<file path="config.mk">
export PLATFORM = sky130hd
export DESIGN_NAME = stopwatch_with_clock_mode_core
export DESIGN_NICKNAME = d
export VERILOG_FILES = /design/src/rtl/swcm_pkg.sv /design/src/rtl/swcm_front.sv /design/src/rtl/swcm_queue.sv /design/src/rtl/swcm_back.sv /design/src/rtl/stopwatch_with_clock_mode_core.sv
export SDC_FILE = /design/constraint.sdc
export NUM_CORES = 2
export LEC_CHECK = 0
export BUFFER_PORTS_ARGS = -buffer_cell sky130_fd_sc_hd__buf_4
export CORE_ASPECT_RATIO = 0.9
export CORE_MARGIN = 10
export CORE_UTILIZATION = 57
export DETAILED_ROUTE_END_ITERATION = 10
export PLACE_DENSITY = 0.7
export SETUP_SLACK_MARGIN = 0.1
export SLEW_MARGIN = 20
export SYNTH_ARGS = -nofsm -noshare
export SYNTH_HDL_FRONTEND = slang
export SYNTH_HIERARCHICAL = 1
export SYNTH_SLANG_ARGS = --single-unit
</file>
<file path="constraint.sdc">
create_clock -name clk -period 12.6 [get_ports clk]
set_input_delay 0.63 -clock clk [delete_from_list [all_inputs] [get_ports clk]]
set_output_delay 0.63 -clock clk [all_outputs]
set_load 0.02 [all_outputs]
</file>
<file path="src/rtl/swcm_pkg.sv">
`timescale 1ns / 1ps
// ----------------------------------------------------------------------------
// swcm_pkg
// Shared types and constants for the stopwatch with clock mode block.
// ----------------------------------------------------------------------------
package swcm_pkg;

	// event and result payloads as they appear on the ports
	typedef struct packed {
		logic [1:0]  cmd;
		logic [31:0] now_ms;
	} evt_item_t;

	typedef struct packed {
		logic       refresh;
		logic       timer_mode;
		logic [1:0] run_state;
		logic [7:0] hours;
		logic [5:0] minutes;
		logic [5:0] seconds;
		logic       started;
	} res_item_t;

	// event kinds
	typedef enum logic [1:0] {
		CMD_TICK  = 2'd0,
		CMD_MODE  = 2'd1,
		CMD_START = 2'd2,
		CMD_RESET = 2'd3
	} cmd_t;

	// timer states
	typedef enum logic [1:0] {
		ST_IDLE    = 2'd0,
		ST_RUNNING = 2'd1,
		ST_PAUSED  = 2'd2
	} run_state_t;

	// classified event as it sits in the queue
	typedef struct packed {
		cmd_t        kind;
		logic [31:0] now_ms;
	} op_t;

	// status carried down the conversion pipeline
	typedef struct packed {
		logic       refresh;
		logic       timer_mode;
		run_state_t run_state;
		logic       started;
	} flags_t;

	localparam int unsigned QUEUE_DEPTH = 4;

	localparam logic [15:0] REFRESH_PERIOD_RST = 16'd1000;

	// floor(x / 1000) for 32-bit x: (x * ceil(2^38 / 1000)) >> 38
	localparam logic [28:0] MS_RECIP = 29'd274877907;
	localparam int unsigned MS_SHIFT = 38;
	localparam int unsigned SECS_W   = 23;

	// floor(x / 60) for x < 6100806, which covers every seconds count of a 32-bit ms value: (x * ceil(2^28 / 60)) >> 28
	localparam logic [22:0] SEC_RECIP = 23'd4473925;
	localparam int unsigned SEC_SHIFT = 28;
	localparam int unsigned MINS_W    = 17;

	// floor(x / 60) for x < 74899, which covers every minutes count of a 32-bit ms value: (x * ceil(2^22 / 60)) >> 22
	localparam logic [16:0] MIN_RECIP = 17'd69906;
	localparam int unsigned MIN_SHIFT = 22;
	localparam int unsigned HRS_W     = 11;

endpackage

</file>
<file path="src/rtl/swcm_front.sv">
`timescale 1ns / 1ps
// ----------------------------------------------------------------------------
// swcm_front
// Takes events off the input channel, classifies them and pushes them into
// the queue. Stalls the source while the queue is full.
// ----------------------------------------------------------------------------
module swcm_front (
	input  logic                 evt_valid,
	output logic                 evt_stall,
	input  swcm_pkg::evt_item_t  evt,
	input  logic                 q_full,
	output logic                 q_push,
	output swcm_pkg::op_t        q_wdata
);

	// back pressure straight from the queue fill state
	assign evt_stall = q_full;
	assign q_push    = evt_valid && !q_full;

	// classify the event
	always_comb begin
		q_wdata.now_ms = evt.now_ms;
		case (evt.cmd)
			swcm_pkg::CMD_TICK:  q_wdata.kind = swcm_pkg::CMD_TICK;
			swcm_pkg::CMD_MODE:  q_wdata.kind = swcm_pkg::CMD_MODE;
			swcm_pkg::CMD_START: q_wdata.kind = swcm_pkg::CMD_START;
			default:             q_wdata.kind = swcm_pkg::CMD_RESET;
		endcase
	end

endmodule

</file>
<file path="src/rtl/swcm_queue.sv">
`timescale 1ns / 1ps
// ----------------------------------------------------------------------------
// swcm_queue
// Small register queue between the front and the back part.
// ----------------------------------------------------------------------------
module swcm_queue #(
	parameter int unsigned DEPTH = swcm_pkg::QUEUE_DEPTH
) (
	input  logic          clk,
	input  logic          arst_n,
	input  logic          push,
	input  swcm_pkg::op_t wdata,
	output logic          full,
	input  logic          pop,
	output logic          rvalid,
	output swcm_pkg::op_t rdata
);

	localparam int unsigned PTR_W = (DEPTH > 1) ? $clog2(DEPTH) : 1;
	localparam int unsigned CNT_W = $clog2(DEPTH + 1);

	swcm_pkg::op_t     entry_q [DEPTH];
	logic [PTR_W-1:0]  wr_ptr_q;
	logic [PTR_W-1:0]  rd_ptr_q;
	logic [CNT_W-1:0]  count_q;
	logic              do_pop;

	assign full   = (count_q == CNT_W'(DEPTH));
	assign rvalid = (count_q != '0);
	assign rdata  = entry_q[rd_ptr_q];
	assign do_pop = pop && rvalid;

	// storage
	always_ff @(posedge clk) begin
		if (push) begin
			entry_q[wr_ptr_q] <= wdata;
		end
	end

	// pointers and fill count
	always_ff @(posedge clk or negedge arst_n) begin
		if (!arst_n) begin
			wr_ptr_q <= '0;
			rd_ptr_q <= '0;
			count_q  <= '0;
		end else begin
			if (push) begin
				wr_ptr_q <= (wr_ptr_q == PTR_W'(DEPTH - 1)) ? '0 : wr_ptr_q + 1'b1;
			end
			if (do_pop) begin
				rd_ptr_q <= (rd_ptr_q == PTR_W'(DEPTH - 1)) ? '0 : rd_ptr_q + 1'b1;
			end
			if (push && !do_pop) begin
				count_q <= count_q + 1'b1;
			end else if (!push && do_pop) begin
				count_q <= count_q - 1'b1;
			end
		end
	end

endmodule

</file>
<file path="src/rtl/swcm_back.sv">
`timescale 1ns / 1ps
// ----------------------------------------------------------------------------
// swcm_back
// Executes queued events against the stopwatch state, then converts the
// elapsed milliseconds to hours, minutes and seconds in three stages.
// ----------------------------------------------------------------------------
module swcm_back (
	input  logic                 clk,
	input  logic                 arst_n,
	input  logic                 cfg_we,
	input  logic [15:0]          cfg_wdata,
	input  logic                 q_valid,
	input  swcm_pkg::op_t        q_op,
	output logic                 q_pop,
	output logic                 res_valid,
	input  logic                 res_stall,
	output swcm_pkg::res_item_t  res
);

	localparam int unsigned SW = swcm_pkg::SECS_W;
	localparam int unsigned MW = swcm_pkg::MINS_W;
	localparam int unsigned HW = swcm_pkg::HRS_W;

	// architectural state
	logic [15:0]            period_q;
	logic                   mode_q;
	swcm_pkg::run_state_t   state_q;
	logic [31:0]            elapsed_q;
	logic [31:0]            last_upd_q;
	logic [31:0]            last_ref_q;
	logic                   pend_q;

	// next state
	logic                   n_mode;
	swcm_pkg::run_state_t   n_state;
	logic [31:0]            n_elapsed;
	logic [31:0]            n_last_upd;
	logic [31:0]            n_last_ref;
	logic                   n_pend;
	logic                   n_refresh;
	logic                   n_started;
	logic [31:0]            since_upd;
	logic [31:0]            since_ref;

	// pipeline
	logic                   adv;
	logic                   v_s1, v_s2, v_s3, v_s4;
	swcm_pkg::flags_t       flags_s1, flags_s2, flags_s3, flags_s4;
	logic [31:0]            elapsed_s1;
	logic [SW-1:0]          secs_s2;
	logic [MW-1:0]          mins_s3;
	logic [5:0]             sec_rem_s3;
	logic [7:0]             hours_s4;
	logic [5:0]             min_rem_s4;
	logic [5:0]             sec_rem_s4;

	logic [60:0]            ms_prod;
	logic [45:0]            sec_prod;
	logic [MW-1:0]          mins_tot;
	logic [SW-1:0]          mins_x60;
	logic [33:0]            min_prod;
	logic [HW-1:0]          hrs_tot;
	logic [MW-1:0]          hrs_x60;

	// whole pipeline moves unless the output register is held
	assign adv   = !v_s4 || !res_stall;
	assign q_pop = adv && q_valid;

	assign since_upd = q_op.now_ms - last_upd_q;
	assign since_ref = q_op.now_ms - last_ref_q;

	// event execution
	always_comb begin
		n_mode     = mode_q;
		n_state    = state_q;
		n_elapsed  = elapsed_q;
		n_last_upd = last_upd_q;
		n_last_ref = last_ref_q;
		n_pend     = pend_q;
		n_refresh  = 1'b0;
		n_started  = 1'b0;
		case (q_op.kind)
			swcm_pkg::CMD_TICK: begin
				if (mode_q && state_q == swcm_pkg::ST_RUNNING) begin
					n_elapsed  = elapsed_q + since_upd;
					n_last_upd = q_op.now_ms;
				end
				if (pend_q || since_ref >= {16'd0, period_q}) begin
					n_refresh  = 1'b1;
					n_last_ref = q_op.now_ms;
					n_pend     = 1'b0;
				end
			end
			swcm_pkg::CMD_MODE: begin
				n_mode = !mode_q;
				n_pend = 1'b1;
			end
			swcm_pkg::CMD_START: begin
				if (mode_q) begin
					if (state_q == swcm_pkg::ST_RUNNING) begin
						n_state = swcm_pkg::ST_PAUSED;
						n_pend  = 1'b1;
					end else if (state_q == swcm_pkg::ST_IDLE ||
					             state_q == swcm_pkg::ST_PAUSED) begin
						n_state    = swcm_pkg::ST_RUNNING;
						n_last_upd = q_op.now_ms;
						n_pend     = 1'b1;
						n_started  = 1'b1;
					end
				end
			end
			default: begin
				if (mode_q) begin
					n_state   = swcm_pkg::ST_IDLE;
					n_elapsed = '0;
					n_pend    = 1'b1;
				end
			end
		endcase
	end

	// config register and stopwatch state
	always_ff @(posedge clk or negedge arst_n) begin
		if (!arst_n) begin
			period_q   <= swcm_pkg::REFRESH_PERIOD_RST;
			mode_q     <= 1'b0;
			state_q    <= swcm_pkg::ST_IDLE;
			elapsed_q  <= '0;
			last_upd_q <= '0;
			last_ref_q <= '0;
			pend_q     <= 1'b1;
		end else begin
			if (cfg_we) begin
				period_q <= cfg_wdata;
			end
			if (q_pop) begin
				mode_q     <= n_mode;
				state_q    <= n_state;
				elapsed_q  <= n_elapsed;
				last_upd_q <= n_last_upd;
				last_ref_q <= n_last_ref;
				pend_q     <= n_pend;
			end
		end
	end

	// constant-divisor conversions
	assign ms_prod  = 61'(elapsed_s1) * 61'(swcm_pkg::MS_RECIP);
	assign sec_prod = 46'(secs_s2) * 46'(swcm_pkg::SEC_RECIP);
	assign mins_tot = MW'(sec_prod >> swcm_pkg::SEC_SHIFT);
	assign mins_x60 = SW'({mins_tot, 6'd0}) - SW'({mins_tot, 2'd0});
	assign min_prod = 34'(mins_s3) * 34'(swcm_pkg::MIN_RECIP);
	assign hrs_tot  = HW'(min_prod >> swcm_pkg::MIN_SHIFT);
	assign hrs_x60  = MW'({hrs_tot, 6'd0}) - MW'({hrs_tot, 2'd0});

	// valid bits
	always_ff @(posedge clk or negedge arst_n) begin
		if (!arst_n) begin
			v_s1 <= 1'b0;
			v_s2 <= 1'b0;
			v_s3 <= 1'b0;
			v_s4 <= 1'b0;
		end else if (adv) begin
			v_s1 <= q_valid;
			v_s2 <= v_s1;
			v_s3 <= v_s2;
			v_s4 <= v_s3;
		end
	end

	// pipeline payload
	always_ff @(posedge clk) begin
		if (adv) begin
			flags_s1.refresh    <= n_refresh;
			flags_s1.timer_mode <= n_mode;
			flags_s1.run_state  <= n_state;
			flags_s1.started    <= n_started;
			elapsed_s1          <= n_elapsed;

			flags_s2 <= flags_s1;
			secs_s2  <= SW'(ms_prod >> swcm_pkg::MS_SHIFT);

			flags_s3   <= flags_s2;
			mins_s3    <= mins_tot;
			sec_rem_s3 <= 6'(secs_s2 - mins_x60);

			flags_s4   <= flags_s3;
			hours_s4   <= hrs_tot[7:0];
			min_rem_s4 <= 6'(mins_s3 - hrs_x60);
			sec_rem_s4 <= sec_rem_s3;
		end
	end

	// result
	assign res_valid      = v_s4;
	assign res.refresh    = flags_s4.refresh;
	assign res.timer_mode = flags_s4.timer_mode;
	assign res.run_state  = flags_s4.run_state;
	assign res.hours      = hours_s4;
	assign res.minutes    = min_rem_s4;
	assign res.seconds    = sec_rem_s4;
	assign res.started    = flags_s4.started;

endmodule

</file>
<file path="src/rtl/stopwatch_with_clock_mode_core.sv">
`timescale 1ns / 1ps
// ----------------------------------------------------------------------------
// stopwatch_with_clock_mode_core
// Stopwatch with clock/timer display mode, decoupled front and back parts.
// ----------------------------------------------------------------------------
// an accepted event passes the queue and the execute stage, then three
//   conversion stages for seconds, minutes and hours, before its result is valid
// throughput: one event per cycle while the result channel is not stalled, set by the execute stage
// reset: arst_n clears the queue, pipeline and state asynchronously; clock
//   mode, idle, zero elapsed time, refresh pending, refresh period 1000 ms
module stopwatch_with_clock_mode_core #(
	parameter int unsigned QUEUE_DEPTH = swcm_pkg::QUEUE_DEPTH
) (
	input  logic                 clk,
	input  logic                 arst_n,
	input  logic                 cfg_we,
	input  logic [15:0]          cfg_wdata,
	input  logic                 evt_valid,
	output logic                 evt_stall,
	input  swcm_pkg::evt_item_t  evt,
	output logic                 res_valid,
	input  logic                 res_stall,
	output swcm_pkg::res_item_t  res
);

	logic          q_push;
	logic          q_full;
	logic          q_pop;
	logic          q_valid;
	swcm_pkg::op_t q_wdata;
	swcm_pkg::op_t q_rdata;

	// event intake
	swcm_front u_front (
		.evt_valid (evt_valid),
		.evt_stall (evt_stall),
		.evt       (evt),
		.q_full    (q_full),
		.q_push    (q_push),
		.q_wdata   (q_wdata)
	);

	// decoupling queue
	swcm_queue #(
		.DEPTH (QUEUE_DEPTH)
	) u_queue (
		.clk    (clk),
		.arst_n (arst_n),
		.push   (q_push),
		.wdata  (q_wdata),
		.full   (q_full),
		.pop    (q_pop),
		.rvalid (q_valid),
		.rdata  (q_rdata)
	);

	// execution and time conversion
	swcm_back u_back (
		.clk       (clk),
		.arst_n    (arst_n),
		.cfg_we    (cfg_we),
		.cfg_wdata (cfg_wdata),
		.q_valid   (q_valid),
		.q_op      (q_rdata),
		.q_pop     (q_pop),
		.res_valid (res_valid),
		.res_stall (res_stall),
		.res       (res)
	);

endmodule

</file>
==> flow_metrics.env <==
export IMPL_wl_um=91500
export IMPL_antenna_left=0
export IMPL_nFillCells=5786
export IMPL_synth_seq_cells=381
export IMPL_synthMostInstantiatedCell="inv_1"
export IMPL_hpwl_um=76000
export IMPL_gr_total_overflow=0
export IMPL_final_nets=4985
export IMPL_antenna_found_initial=1
export IMPL_portBuffers=81
export IMPL_async_flop_share=0.333
export IMPL_wl_per_cell_um=19.3
export IMPL_slew_headroom=0.315
export IMPL_synthCells=3710
export IMPL_drcViolationCount=0
export IMPL_cp_max_fo=11
export IMPL_cts_sinks=381
export IMPL_worst_pin_slew_ns=1.03
export IMPL_rsz0062_at_grt="no"
export IMPL_fin_hold_ws_ns=0.0402
export IMPL_gp_congestion=0.935
export IMPL_cts_hold_buf=0
export IMPL_drtPass1Iterations=5
export IMPL_grt_pass1_vias=26889
export IMPL_clock_skew_ns=0.0289
export IMPL_r2r_slack_ns=4.71
export IMPL_drive_gt1_frac=0.0614
export IMPL_clock_path_buffers=3
export IMPL_cp_required_ns=12.91
export IMPL_period_share=0.626
export IMPL_end_kind="flip-flop"
export IMPL_yosysTopAreaCellShare=0.230
export IMPL_synth_common_cells="inv_1 (898), ha_1 (743), fa_1 (425), edfxtp_1 (254), nand2_1 (175)"
export IMPL_clkTransAtPathRegs_ns=0.06
export IMPL_reg2reg_from="u_back/elapsed_s1[8]"
export IMPL_drv_cap=0
export IMPL_htree_levels=2
export IMPL_worstRegToRegCells=25
export IMPL_synth_ff_type="edfxtp_1"
export IMPL_cts_buffers=43
export IMPL_yosys_area_top_type="ha_1"
export IMPL_yosysSeqAreaShare=0.268
export IMPL_syn_area_per_cell_um2=10.9
export IMPL_area_delta_synth_final_pct=6.79
export IMPL_startpoint_type="flip-flop"
export IMPL_hold_class="in2async"
export IMPL_critPathArrivalTime_ns=8.20
export IMPL_grt_start_max_net_pins=77
export IMPL_setup_viol=0
export IMPL_initial_core_util=0.576
export IMPL_ys_types=86
export IMPL_die_w_um=301
export IMPL_fin_tns_setup_ns=0
export IMPL_fp_dieArea_um2=81900
export IMPL_postCtsSetupBuffers=0
export IMPL_fp_dieH_um=273
export IMPL_clock_latency_ns=0.58
export IMPL_status="completed"
export IMPL_reg2reg_to="u_back/secs_s2[15]"
export IMPL_hold_viol_final=0
export IMPL_n_antenna_cell=0
export IMPL_finalNonFillerCells=4736
export IMPL_grt_util_all_layers=0.229
export IMPL_routed_via_density=5.42
export IMPL_fin_crit_ns=7.89
export IMPL_synth_area_leaders="ha_1 (23%), fa_1 (21%), edfxtp_1 (19%)"
export IMPL_cts_tree="yes"
export IMPL_rows=92
export IMPL_maxSlewViolCount=0
export IMPL_crit_type="reg2reg"
export IMPL_syn_nets=4933
export IMPL_synth_edf_count=254
export IMPL_io_pins=82
export IMPL_yosysWarningCount=6
export IMPL_ctsResizeCount=0
export IMPL_drt_iter0_markers=1474
export IMPL_dp_cells=4657
export IMPL_root_buffer="clkbuf_16"
export IMPL_grt_pass1_wl_um=148000
export IMPL_core_um2=70100
export IMPL_synth_area_um2=40400
export IMPL_via_count=25662
export IMPL_fmax_ghz=0.127
worst max-delay path, cell delays in order, from the launching register on:
cell and delay (ns):
edfxtp_1 0.79, ha_1 0.39, fa_1 0.40, fa_1 0.49, inv_1 0.05, fa_1 0.47
inv_1 0.05, fa_1 0.49, inv_1 0.05, fa_1 0.53, inv_1 0.05, fa_1 0.48
inv_1 0.05, fa_1 0.47, inv_1 0.04, ha_1 0.34, nand4_1 0.14, or2_2 0.30
a211oi_1 0.21, a32oi_1 0.17, a31oi_1 0.54, a21oi_1 0.24, a211oi_1 0.43, nor2_1 0.12
o21a_1 0.21, xnor2_1 0.12
per-layer routing:
layer / GRT usage / up-vias / wire, um / share of wire
li1: - / 12442 / - / -
met1: 0.328 / 12587 / 43300 / 0.47
met4: 0.0513 / 2 / 1900 / 0.021
met5: 0 / - / 15 / 0.00016
met2: 0.359 / 534 / 41200 / 0.45
met3: 0.0400 / 97 / 5110 / 0.056
layout make-up:
type	instances	area, um2	share of cell area
well taps	940	1180	0.0273
inverters	899	3370	0.0782
clock inverters	20	198	0.00458
clock buffers	59	1190	0.0275
repair buffers	92	694	0.0161
multi-input cells	2345	25700	0.596
flip-flops and latches	381	10800	0.251
flip-flops by register name, indices dropped and copies added (netlist names), 2 cells and up:
name and cells:
u_queue/wr_ptr_q 2, u_queue/rd_ptr_q 2, u_queue/entry_q 136, u_back/secs_s2 23, u_back/last_ref_q 32, u_queue/count_q 3
u_back/sec_rem_s4 6, u_back/state_q 2, u_back/min_rem_s4 6, u_back/elapsed_s1 32, u_back/flags_s3 5, u_back/period_q 16
u_back/sec_rem_s3 6, u_back/res 5, u_back/elapsed_q 32, u_back/mins_s3 17, u_back/flags_s1 5, u_back/flags_s2 5
u_back/last_upd_q 32, u_back/hours_s4 8
worst max path at each step:
stage                                startpoint  slack [ns]                  to
after CTS                  u_back/elapsed_s1[8]        4.65  u_back/secs_s2[15]
after global placement     u_back/elapsed_s1[8]        4.85  u_back/secs_s2[15]
after floorplan            u_back/elapsed_s1[9]        5.73  u_back/secs_s2[15]
final                      u_back/elapsed_s1[8]        4.71  u_back/secs_s2[15]
after detailed placement   u_back/elapsed_s1[8]        4.68  u_back/secs_s2[15]
after global routing      u_back/elapsed_s1[19]        4.33  u_back/secs_s2[15]
through the flow:
stage	setup slack [ns]	util	area (um2)
finish	4.71	0.615	43100
global route	4.33	0.615	43100
CTS	4.65	0.615	43100
detailed placement	4.68	0.596	41700
global placement	4.85	0.596	41700
floorplan	5.73	-	40400
kinds of logic (layout without fill, tap and decap cells):
| group | count (synthesis) | count (layout) | synth area share |
|---|---|---|---|
| adder cells (fa/ha/maj) | 1168 | 1168 | 0.441 |
| buffers and inverters | 984 | 1070 | 0.0968 |
| AO/OA/AOI/OAI | 547 | 547 | 0.0882 |
| AND/OR/NAND/NOR | 452 | 452 | 0.0538 |
| flip-flops | 381 | 381 | 0.268 |
| XOR/XNOR | 97 | 97 | 0.0210 |
| multiplexers | 81 | 81 | 0.0315 |
layout by cell type (no fill, tap or decap), types with 10 or more instances in the layout:
cell / n
inv_1: 898
ha_1: 743
fa_1: 425
edfxtp_1: 254
nand2_1: 174
o21ai_0: 142
a21oi_1: 140
dfrtp_1: 119
buf_4: 91
nor2_1: 82
a21o_1: 67
xnor2_1: 62
clkbuf_16: 43
mux2i_1: 36
xor2_1: 35
nand3_1: 34
a22o_1: 28
mux4_2: 28
nand4_1: 25
nor3_1: 25
nand2b_1: 25
o21a_1: 24
nor2b_1: 22
o21bai_1: 19
a31oi_1: 16
a211oi_1: 16
and3_1: 15
clkbuf_1: 11
o211ai_1: 11
mux2_2: 10
Power is left out: the tool's default activity adds up to more than one toggle a clock period on the data nets, which glitch-free logic cannot reach.
